File: src/hw/rtl/asd_pkg.sv
`timescale 1ns / 1ps

package asd_pkg;

    localparam int MAGIC_LENGTH_DEFAULT = 7;
    localparam int POS_W = 3;
    localparam int MAGIC_MAX = 8;

    // Magic bytes in stream order, first byte in the low byte.
    localparam logic [8*MAGIC_MAX-1:0] MAGIC_WORD = 64'h00_01_00_35_36_52_41_4E;

    localparam logic [7:0] SLASH_BYTE = 8'h2F;
    localparam logic [7:0] BACKSLASH_BYTE = 8'h5C;

    localparam logic [POS_W-1:0] HDR_LAST_POS = 3'd5;

    typedef enum logic [1:0] {
        PH_MAGIC,
        PH_HEADER,
        PH_NAME,
        PH_PAYLOAD
    } phase_t;

    typedef enum logic [2:0] {
        KIND_NAME    = 3'd0,
        KIND_PAYLOAD = 3'd1,
        KIND_HEADER  = 3'd2,
        KIND_DONE    = 3'd3,
        KIND_ERROR   = 3'd4
    } kind_t;

    typedef enum logic [2:0] {
        ST_OK            = 3'd0,
        ST_TOO_SHORT     = 3'd1,
        ST_BAD_MAGIC     = 3'd2,
        ST_TRUNC_HEADER  = 3'd3,
        ST_ZERO_NAME     = 3'd4,
        ST_TRUNC_NAME    = 3'd5,
        ST_SUSPECT_NAME  = 3'd6,
        ST_TRUNC_PAYLOAD = 3'd7
    } status_t;

    typedef struct packed {
        logic [7:0] in_byte;
        logic       stream_end;
    } in_beat_t;

    typedef struct packed {
        kind_t       kind;
        logic [7:0]  out_byte;
        logic [15:0] name_length;
        logic [31:0] member_size;
        logic        member_last;
        status_t     status;
    } out_beat_t;

    function automatic logic [7:0] magic_byte(input logic [POS_W-1:0] idx);
        logic [7:0] b;
        b = MAGIC_WORD[8*idx +: 8];
        return b;
    endfunction

endpackage

File: src/hw/rtl/archive_stream_deframer.sv
`timescale 1ns / 1ps

// Channel   Signals                          Direction  Content
// arc       arc_valid arc_ready arc_beat     in         stream byte or end marker
// res       res_valid res_ready res_beat     out        header, byte, done or error
//
// One beat is accepted every cycle while results are taken; each beat passes an
// input register and then a result register, where its result, if any, is written.
// The parse step between the two registers is combinational.
// A stall on res_ready holds the result register, then the input register,
// and only then drops arc_ready.
// Reset clears all parse state; after an error or end of archive the block
// keeps taking beats but gives no further results until reset.

module archive_stream_deframer #(
    parameter int MAGIC_LENGTH = asd_pkg::MAGIC_LENGTH_DEFAULT
) (
    input  logic               clk,
    input  logic               rst_n,
    input  logic               arc_valid,
    output logic               arc_ready,
    input  asd_pkg::in_beat_t  arc_beat,
    output logic               res_valid,
    input  logic               res_ready,
    output asd_pkg::out_beat_t res_beat
);

    localparam logic [asd_pkg::POS_W-1:0] MAGIC_LAST_POS =
        asd_pkg::POS_W'(MAGIC_LENGTH - 1);

    logic                      in_valid_reg;
    asd_pkg::in_beat_t         in_beat_reg;
    logic                      res_valid_reg;
    asd_pkg::out_beat_t        res_beat_reg;
    asd_pkg::out_beat_t        res_next;
    logic                      has_res;
    logic                      adv;

    asd_pkg::phase_t           phase_reg;
    asd_pkg::phase_t           phase_next;
    logic [asd_pkg::POS_W-1:0] pos_reg;
    logic [asd_pkg::POS_W-1:0] pos_next;
    logic                      mism_reg;
    logic                      mism_next;
    logic [15:0]               nl_reg;
    logic [15:0]               nl_next;
    logic [31:0]               ms_reg;
    logic [31:0]               ms_next;
    logic [31:0]               bl_reg;
    logic [31:0]               bl_next;
    logic                      zs_reg;
    logic                      zs_next;
    logic                      halt_reg;
    logic                      halt_next;

    logic [7:0]                b;
    logic                      fin;
    logic                      mism_cur;
    logic [15:0]               nl_cur;
    logic [31:0]               ms_cur;
    logic [31:0]               bl_dec;
    logic                      name_bad;

    assign adv       = in_valid_reg && (!res_valid_reg || res_ready);
    assign arc_ready = !in_valid_reg || adv;
    assign res_valid = res_valid_reg;
    assign res_beat  = res_beat_reg;

    assign b        = in_beat_reg.in_byte;
    assign fin      = in_beat_reg.stream_end;
    assign mism_cur = mism_reg || (b != asd_pkg::magic_byte(pos_reg));
    assign bl_dec   = bl_reg - 32'd1;
    assign name_bad = !zs_reg && (b == asd_pkg::SLASH_BYTE || b == asd_pkg::BACKSLASH_BYTE);

    always_comb
    begin
        nl_cur = nl_reg;
        ms_cur = ms_reg;
        case (pos_reg)
            3'd0: nl_cur = {nl_reg[15:8], b};
            3'd1: nl_cur = {b, nl_reg[7:0]};
            3'd2: ms_cur = {ms_reg[31:8], b};
            3'd3: ms_cur = {ms_reg[31:16], b, ms_reg[7:0]};
            3'd4: ms_cur = {ms_reg[31:24], b, ms_reg[15:0]};
            3'd5: ms_cur = {b, ms_reg[23:0]};
            default: ;
        endcase
    end

    always_comb
    begin
        phase_next = phase_reg;
        if (!halt_reg && !fin)
        begin
            unique case (phase_reg)
                asd_pkg::PH_MAGIC:
                begin
                    if (pos_reg == MAGIC_LAST_POS && !mism_cur)
                        phase_next = asd_pkg::PH_HEADER;
                end
                asd_pkg::PH_HEADER:
                begin
                    if (pos_reg == asd_pkg::HDR_LAST_POS && nl_cur != 16'd0)
                        phase_next = asd_pkg::PH_NAME;
                end
                asd_pkg::PH_NAME:
                begin
                    if (!name_bad && bl_dec == 32'd0)
                        phase_next = (ms_reg == 32'd0) ? asd_pkg::PH_HEADER
                                                       : asd_pkg::PH_PAYLOAD;
                end
                asd_pkg::PH_PAYLOAD:
                begin
                    if (bl_dec == 32'd0)
                        phase_next = asd_pkg::PH_HEADER;
                end
                default: phase_next = phase_reg;
            endcase
        end
    end

    always_comb
    begin
        pos_next  = pos_reg;
        mism_next = mism_reg;
        nl_next   = nl_reg;
        ms_next   = ms_reg;
        bl_next   = bl_reg;
        zs_next   = zs_reg;
        halt_next = halt_reg;
        has_res   = 1'b0;
        res_next  = '0;
        if (!halt_reg)
        begin
            unique case (phase_reg)
                asd_pkg::PH_MAGIC:
                begin
                    if (fin)
                    begin
                        halt_next       = 1'b1;
                        has_res         = 1'b1;
                        res_next.kind   = asd_pkg::KIND_ERROR;
                        res_next.status = asd_pkg::ST_TOO_SHORT;
                    end
                    else
                    begin
                        mism_next = mism_cur;
                        if (pos_reg != MAGIC_LAST_POS)
                            pos_next = pos_reg + 3'd1;
                        else if (mism_cur)
                        begin
                            halt_next       = 1'b1;
                            has_res         = 1'b1;
                            res_next.kind   = asd_pkg::KIND_ERROR;
                            res_next.status = asd_pkg::ST_BAD_MAGIC;
                        end
                        else
                        begin
                            pos_next = '0;
                            nl_next  = '0;
                            ms_next  = '0;
                        end
                    end
                end
                asd_pkg::PH_HEADER:
                begin
                    if (fin)
                    begin
                        halt_next = 1'b1;
                        has_res   = 1'b1;
                        if (pos_reg == '0)
                            res_next.kind = asd_pkg::KIND_DONE;
                        else
                        begin
                            res_next.kind   = asd_pkg::KIND_ERROR;
                            res_next.status = asd_pkg::ST_TRUNC_HEADER;
                        end
                    end
                    else
                    begin
                        nl_next = nl_cur;
                        ms_next = ms_cur;
                        if (pos_reg != asd_pkg::HDR_LAST_POS)
                            pos_next = pos_reg + 3'd1;
                        else if (nl_cur == 16'd0)
                        begin
                            halt_next       = 1'b1;
                            has_res         = 1'b1;
                            res_next.kind   = asd_pkg::KIND_ERROR;
                            res_next.status = asd_pkg::ST_ZERO_NAME;
                        end
                        else
                        begin
                            pos_next             = '0;
                            bl_next              = {16'd0, nl_cur};
                            zs_next              = 1'b0;
                            has_res              = 1'b1;
                            res_next.kind        = asd_pkg::KIND_HEADER;
                            res_next.name_length = nl_cur;
                            res_next.member_size = ms_cur;
                        end
                    end
                end
                asd_pkg::PH_NAME:
                begin
                    has_res = 1'b1;
                    if (fin || name_bad)
                    begin
                        halt_next       = 1'b1;
                        res_next.kind   = asd_pkg::KIND_ERROR;
                        res_next.status = fin ? asd_pkg::ST_TRUNC_NAME
                                              : asd_pkg::ST_SUSPECT_NAME;
                    end
                    else
                    begin
                        zs_next           = zs_reg || (b == 8'd0);
                        bl_next           = bl_dec;
                        res_next.kind     = asd_pkg::KIND_NAME;
                        res_next.out_byte = b;
                        if (bl_dec == 32'd0)
                        begin
                            if (ms_reg == 32'd0)
                            begin
                                nl_next              = '0;
                                res_next.member_last = 1'b1;
                            end
                            else
                                bl_next = ms_reg;
                        end
                    end
                end
                asd_pkg::PH_PAYLOAD:
                begin
                    has_res = 1'b1;
                    if (fin)
                    begin
                        halt_next       = 1'b1;
                        res_next.kind   = asd_pkg::KIND_ERROR;
                        res_next.status = asd_pkg::ST_TRUNC_PAYLOAD;
                    end
                    else
                    begin
                        bl_next           = bl_dec;
                        res_next.kind     = asd_pkg::KIND_PAYLOAD;
                        res_next.out_byte = b;
                        if (bl_dec == 32'd0)
                        begin
                            pos_next             = '0;
                            nl_next              = '0;
                            ms_next              = '0;
                            res_next.member_last = 1'b1;
                        end
                    end
                end
                default: ;
            endcase
        end
    end

    always_ff @(posedge clk or negedge rst_n)
    begin
        if (!rst_n)
        begin
            in_valid_reg  <= 1'b0;
            res_valid_reg <= 1'b0;
            phase_reg     <= asd_pkg::PH_MAGIC;
            pos_reg       <= '0;
            mism_reg      <= 1'b0;
            nl_reg        <= '0;
            ms_reg        <= '0;
            bl_reg        <= '0;
            zs_reg        <= 1'b0;
            halt_reg      <= 1'b0;
        end
        else
        begin
            if (arc_ready)
                in_valid_reg <= arc_valid;
            if (adv)
            begin
                res_valid_reg <= has_res;
                phase_reg     <= phase_next;
                pos_reg       <= pos_next;
                mism_reg      <= mism_next;
                nl_reg        <= nl_next;
                ms_reg        <= ms_next;
                bl_reg        <= bl_next;
                zs_reg        <= zs_next;
                halt_reg      <= halt_next;
            end
            else if (res_ready)
                res_valid_reg <= 1'b0;
        end
    end

    always_ff @(posedge clk)
    begin
        if (arc_valid && arc_ready)
            in_beat_reg <= arc_beat;
        if (adv && has_res)
            res_beat_reg <= res_next;
    end

`ifndef SYNTHESIS
    a_halt_sticky: assert property (@(posedge clk) disable iff (!rst_n)
        halt_reg |=> halt_reg)
        else $error("halt flag cleared without reset");

    a_count_live: assert property (@(posedge clk) disable iff (!rst_n)
        (phase_reg == asd_pkg::PH_NAME || phase_reg == asd_pkg::PH_PAYLOAD) |->
        bl_reg != 32'd0)
        else $error("byte count is zero inside a name or payload");

    a_hdr_pos: assert property (@(posedge clk) disable iff (!rst_n)
        phase_reg == asd_pkg::PH_HEADER |-> pos_reg <= asd_pkg::HDR_LAST_POS)
        else $error("header byte position out of range");

    a_hdr_name: assert property (@(posedge clk) disable iff (!rst_n)
        (res_valid_reg && res_beat_reg.kind == asd_pkg::KIND_HEADER) |->
        res_beat_reg.name_length != 16'd0)
        else $error("member header with empty name");

    a_last_kind: assert property (@(posedge clk) disable iff (!rst_n)
        (res_valid_reg && res_beat_reg.member_last) |->
        (res_beat_reg.kind == asd_pkg::KIND_NAME ||
         res_beat_reg.kind == asd_pkg::KIND_PAYLOAD))
        else $error("member end flag on a non-byte result");
`endif

endmodule

File: config.mk
export PLATFORM = sky130hd
export DESIGN_NAME = archive_stream_deframer
export DESIGN_NICKNAME = d
export VERILOG_FILES = /design/src/hw/rtl/asd_pkg.sv /design/src/hw/rtl/archive_stream_deframer.sv
export SDC_FILE = /design/constraint.sdc
export NUM_CORES = 1
export LEC_CHECK = 0
export BUFFER_PORTS_ARGS = -buffer_cell sky130_fd_sc_hd__buf_2
export CORE_ASPECT_RATIO = 0.6
export CORE_MARGIN = 5
export CORE_UTILIZATION = 60
export CTS_CLUSTER_SIZE = 24
export DETAILED_ROUTE_END_ITERATION = 16
export PLACE_DENSITY = 0.77
export SLEW_MARGIN = 25
export SYNTH_ARGS = -nofsm -noshare
export SYNTH_HDL_FRONTEND = slang
export SYNTH_SLANG_ARGS = --single-unit
export TNS_END_PERCENT = 1
File: constraint.sdc
create_clock -name clk -period 9.1 [get_ports clk]
set_input_delay 2.73 -clock clk [delete_from_list [all_inputs] [get_ports clk]]
set_output_delay 2.73 -clock clk [all_outputs]
set_load 0.01 [all_outputs]
==> results.py <==
metrics = {
    "power": {
        "p_per_area_nw_per_um2": 190,
        "peakVddDrop_v": 0.000125,
        "p_leak_nw": 4.16,
    },
    "worst_setup_path": {
        "critPathRequiredTime_ns": 6.37,
        "worstSetupEndpointType": "primary output",
        "regToRegStartpoint": "bl_reg[0]",
        "crit_path_max_fanout": 3,
        "start_kind": "input port",
        "worstPathArrival_ns": 3.17,
        "worstSetupStartpoint": "res_ready",
        "crit_type": "input port to primary output",
    },
    "sta": {
        "maxSlewHeadroom": 0.356,
        "worst_pin_slew_ns": 0.965,
        "fin_tns_setup_ns": 0,
        "period_share": 0.648,
        "setup_viol": 0,
        "period_minus_slack_ns": 5.90,
        "rsz0062_at_grt": "no",
        "max_freq_mhz": 170,
        "fin_worst_skew_ns": 0.0137,
        "setup_slack_ns": 3.20,
        "drv_slew": 0,
        "hold_violations": 0,
    },
    "clock_tree": {
        "post_cts_resized": 0,
        "cts_tree": "yes",
        "clockBufferDepth": 2,
        "cts_buffers": 17,
        "h-tree-depth": 4,
        "cts-hold-fix-buffers": 0,
        "clkSlewWorstSetupHoldPaths_ns": 0.08,
        "insertion_delay_ns": 0.43,
        "clock-root-buffer": "clkbuf_16",
        "postCtsSetupRepairBufs": 0,
        "cts_sinks": 162,
    },
    "yosys": {
        "ys_warn_count": 0,
        "synthFlopType": "dfrtp_1",
        "synth_top_area_frac": 0.239,
        "syn_area_sq_um": 9420,
        "syn_inst": 985,
        "synth_nets": 1013,
        "synth_enable_flop_cells": 72,
        "ys_seq_elements": 162,
        "synth_area_leaders": "dfrtp_1, edfxtp_1, a22oi_1",
        "ys_async_sr_fraction": 0.556,
        "synth.most_common_cell": "nor2_1",
        "ys_types": 80,
        "yosys.area.top_type": "dfrtp_1",
        "synth_common_cells": "nor2_1, dfrtp_1, clkbuf_1",
        "seq_area_frac_synth": 0.469,
        "avgSynthCellArea_sq_um": 9.56,
    },
    "hold_path": {
        "hp-start": "mism_reg",
        "hold_class": "flop to flop",
    },
    "global_routing": {
        "grt_pass1_vias": 8141,
        "gr-usage-all-layers": 0.331,
        "grt_max_degree": 56,
        "antenna_found_initial": 0,
        "grt_pass1_wl_microns": 47300,
        "overflow": 0,
    },
    "cells_and_area": {
        "multi_input_area_sq_um": 4550,
        "fillCellCount": 1181,
        "area_delta_synth_final_pct": 11.3,
        "seqCellArea_sq_um": 4410,
        "largest_register_ffs": 63,
        "drive_gt1_frac": 0.158,
        "final_nets": 1034,
        "num_antenna_cells": 0,
    },
    "route": {
        "via_per_inst": 7.20,
        "drt_iter0_markers": 1660,
        "num_vias": 8800,
        "final_antenna_net_count": 0,
        "dr.pass1.iters": 8,
        "drc": 0,
        "routed_wirelength_microns": 30100,
        "wl_per_cell_microns": 24.7,
    },
    "run": {
        "cap_violations": 0,
    },
    "die": {
        "initial_core_util": 0.613,
        "rows": 35,
        "die-area_sq_um": 18400,
        "io_pins": 78,
        "core_sq_um": 15400,
        "die_h_microns": 107,
        "die_w_microns": 172,
    },
    "placement": {
        "pre_cts_ws_ns": 3.20,
        "dp_hpwl_microns": 20300,
        "portBuffers": 77,
        "place_congestion": 1.04,
    },
    "outcome": {
        "outcome": "completed",
    },
}
report_power, final:
part / internal (mW) / switching [mW] / total [mW] / leakage [nW]
registers: 0.794 / 0.0464 / 0.840 / 1.92
clock network: 0.379 / 0.377 / 0.756 / 0.301
logic: 0.140 / 0.251 / 0.391 / 1.94
total: 1.31 / 0.674 / 1.99 / 4.16
worst paths after layout:
path                                 to  depth (start not counted)  slack (ns)
max                           arc_ready                          3        3.20
min                            mism_reg                          1        0.48
max reg2reg                   nl_reg[1]                          8        4.30
min reg2reg                    mism_reg                          1        0.48
max in group asynchronous    bl_reg[30]                          2        5.70
min in group asynchronous  in_valid_reg                          1        2.25
final cells by class:
type,count,area share
clock buffers,17,0.0406
clock inverters,15,0.0190
flip-flops and latches,162,0.421
inverters,31,0.0111
well taps,203,0.0242
repair buffers,95,0.0499
multi-input cells,699,0.434
kinds of logic (layout without fill, tap and decap cells):
| group | count (synthesis) | after routing | share of synthesized area |
|---|---|---|---|
| muxes | 6 | 6 | 0.00664 |
| AOI/OAI and AO/OA | 283 | 283 | 0.217 |
| xor gates and xnor gates | 14 | 14 | 0.0130 |
| buffers and inverters | 124 | 158 | 0.0523 |
| and+or+nand+nor | 381 | 381 | 0.222 |
| DFF | 162 | 162 | 0.469 |
| adders and majority gates | 15 | 15 | 0.0199 |
worst max-delay path: stages:
cell      delay [ns]
buf_2           0.10
nand3b_1        0.17
buf_2           0.16
layer usage:
layer	share of wire	track usage	wire length, microns
met3	0.16	0.122	4730
met4	0.014	0.0679	415
met2	0.39	0.428	11800
met1	0.44	0.523	13200
met5	0	0	0
stage by stage:
step,util,area (sq um),power (mW),std cells,hold slack [ns]
after global routing,0.682,10500,2.05,1222,0.490
after CTS,0.682,10500,1.97,1222,0.473
after floorplan,-,9420,1.10,985,0.437
after global placement,0.640,9840,1.22,1190,0.452
final,0.682,10500,1.99,1222,0.477
after detailed placement,0.641,9860,1.22,1190,0.455
placed cells by master (no fill, tap or decap), drive strengths merged, types with 5 or more instances in the layout:
cell type | Yosys | routed
nor2 | 100 | 100
buf | 16 | 95
dfrtp | 90 | 90
edfxtp | 72 | 72
nand2 | 53 | 53
a22oi | 51 | 51
o21ai | 49 | 49
a21oi | 42 | 42
or4 | 42 | 42
inv | 30 | 37
nor3 | 34 | 34
a32o | 32 | 32
nand3 | 30 | 30
nor4 | 25 | 25
nand4 | 20 | 20
o211ai | 19 | 19
clkbuf | 77 | 17
ha | 15 | 15
nand2b | 14 | 14
and3 | 11 | 11
o31ai | 11 | 11
or3 | 11 | 11
a211oi | 11 | 11
clkinv | 1 | 9
xor2 | 7 | 7
xnor2 | 7 | 7
a211o | 7 | 7
a22o | 7 | 7
a221oi | 7 | 7
nor2b | 6 | 6
and2 | 6 | 6
a31oi | 6 | 6
or2 | 6 | 6
o22ai | 5 | 5
or4b | 5 | 5
Power figures use the tool's default switching activity.
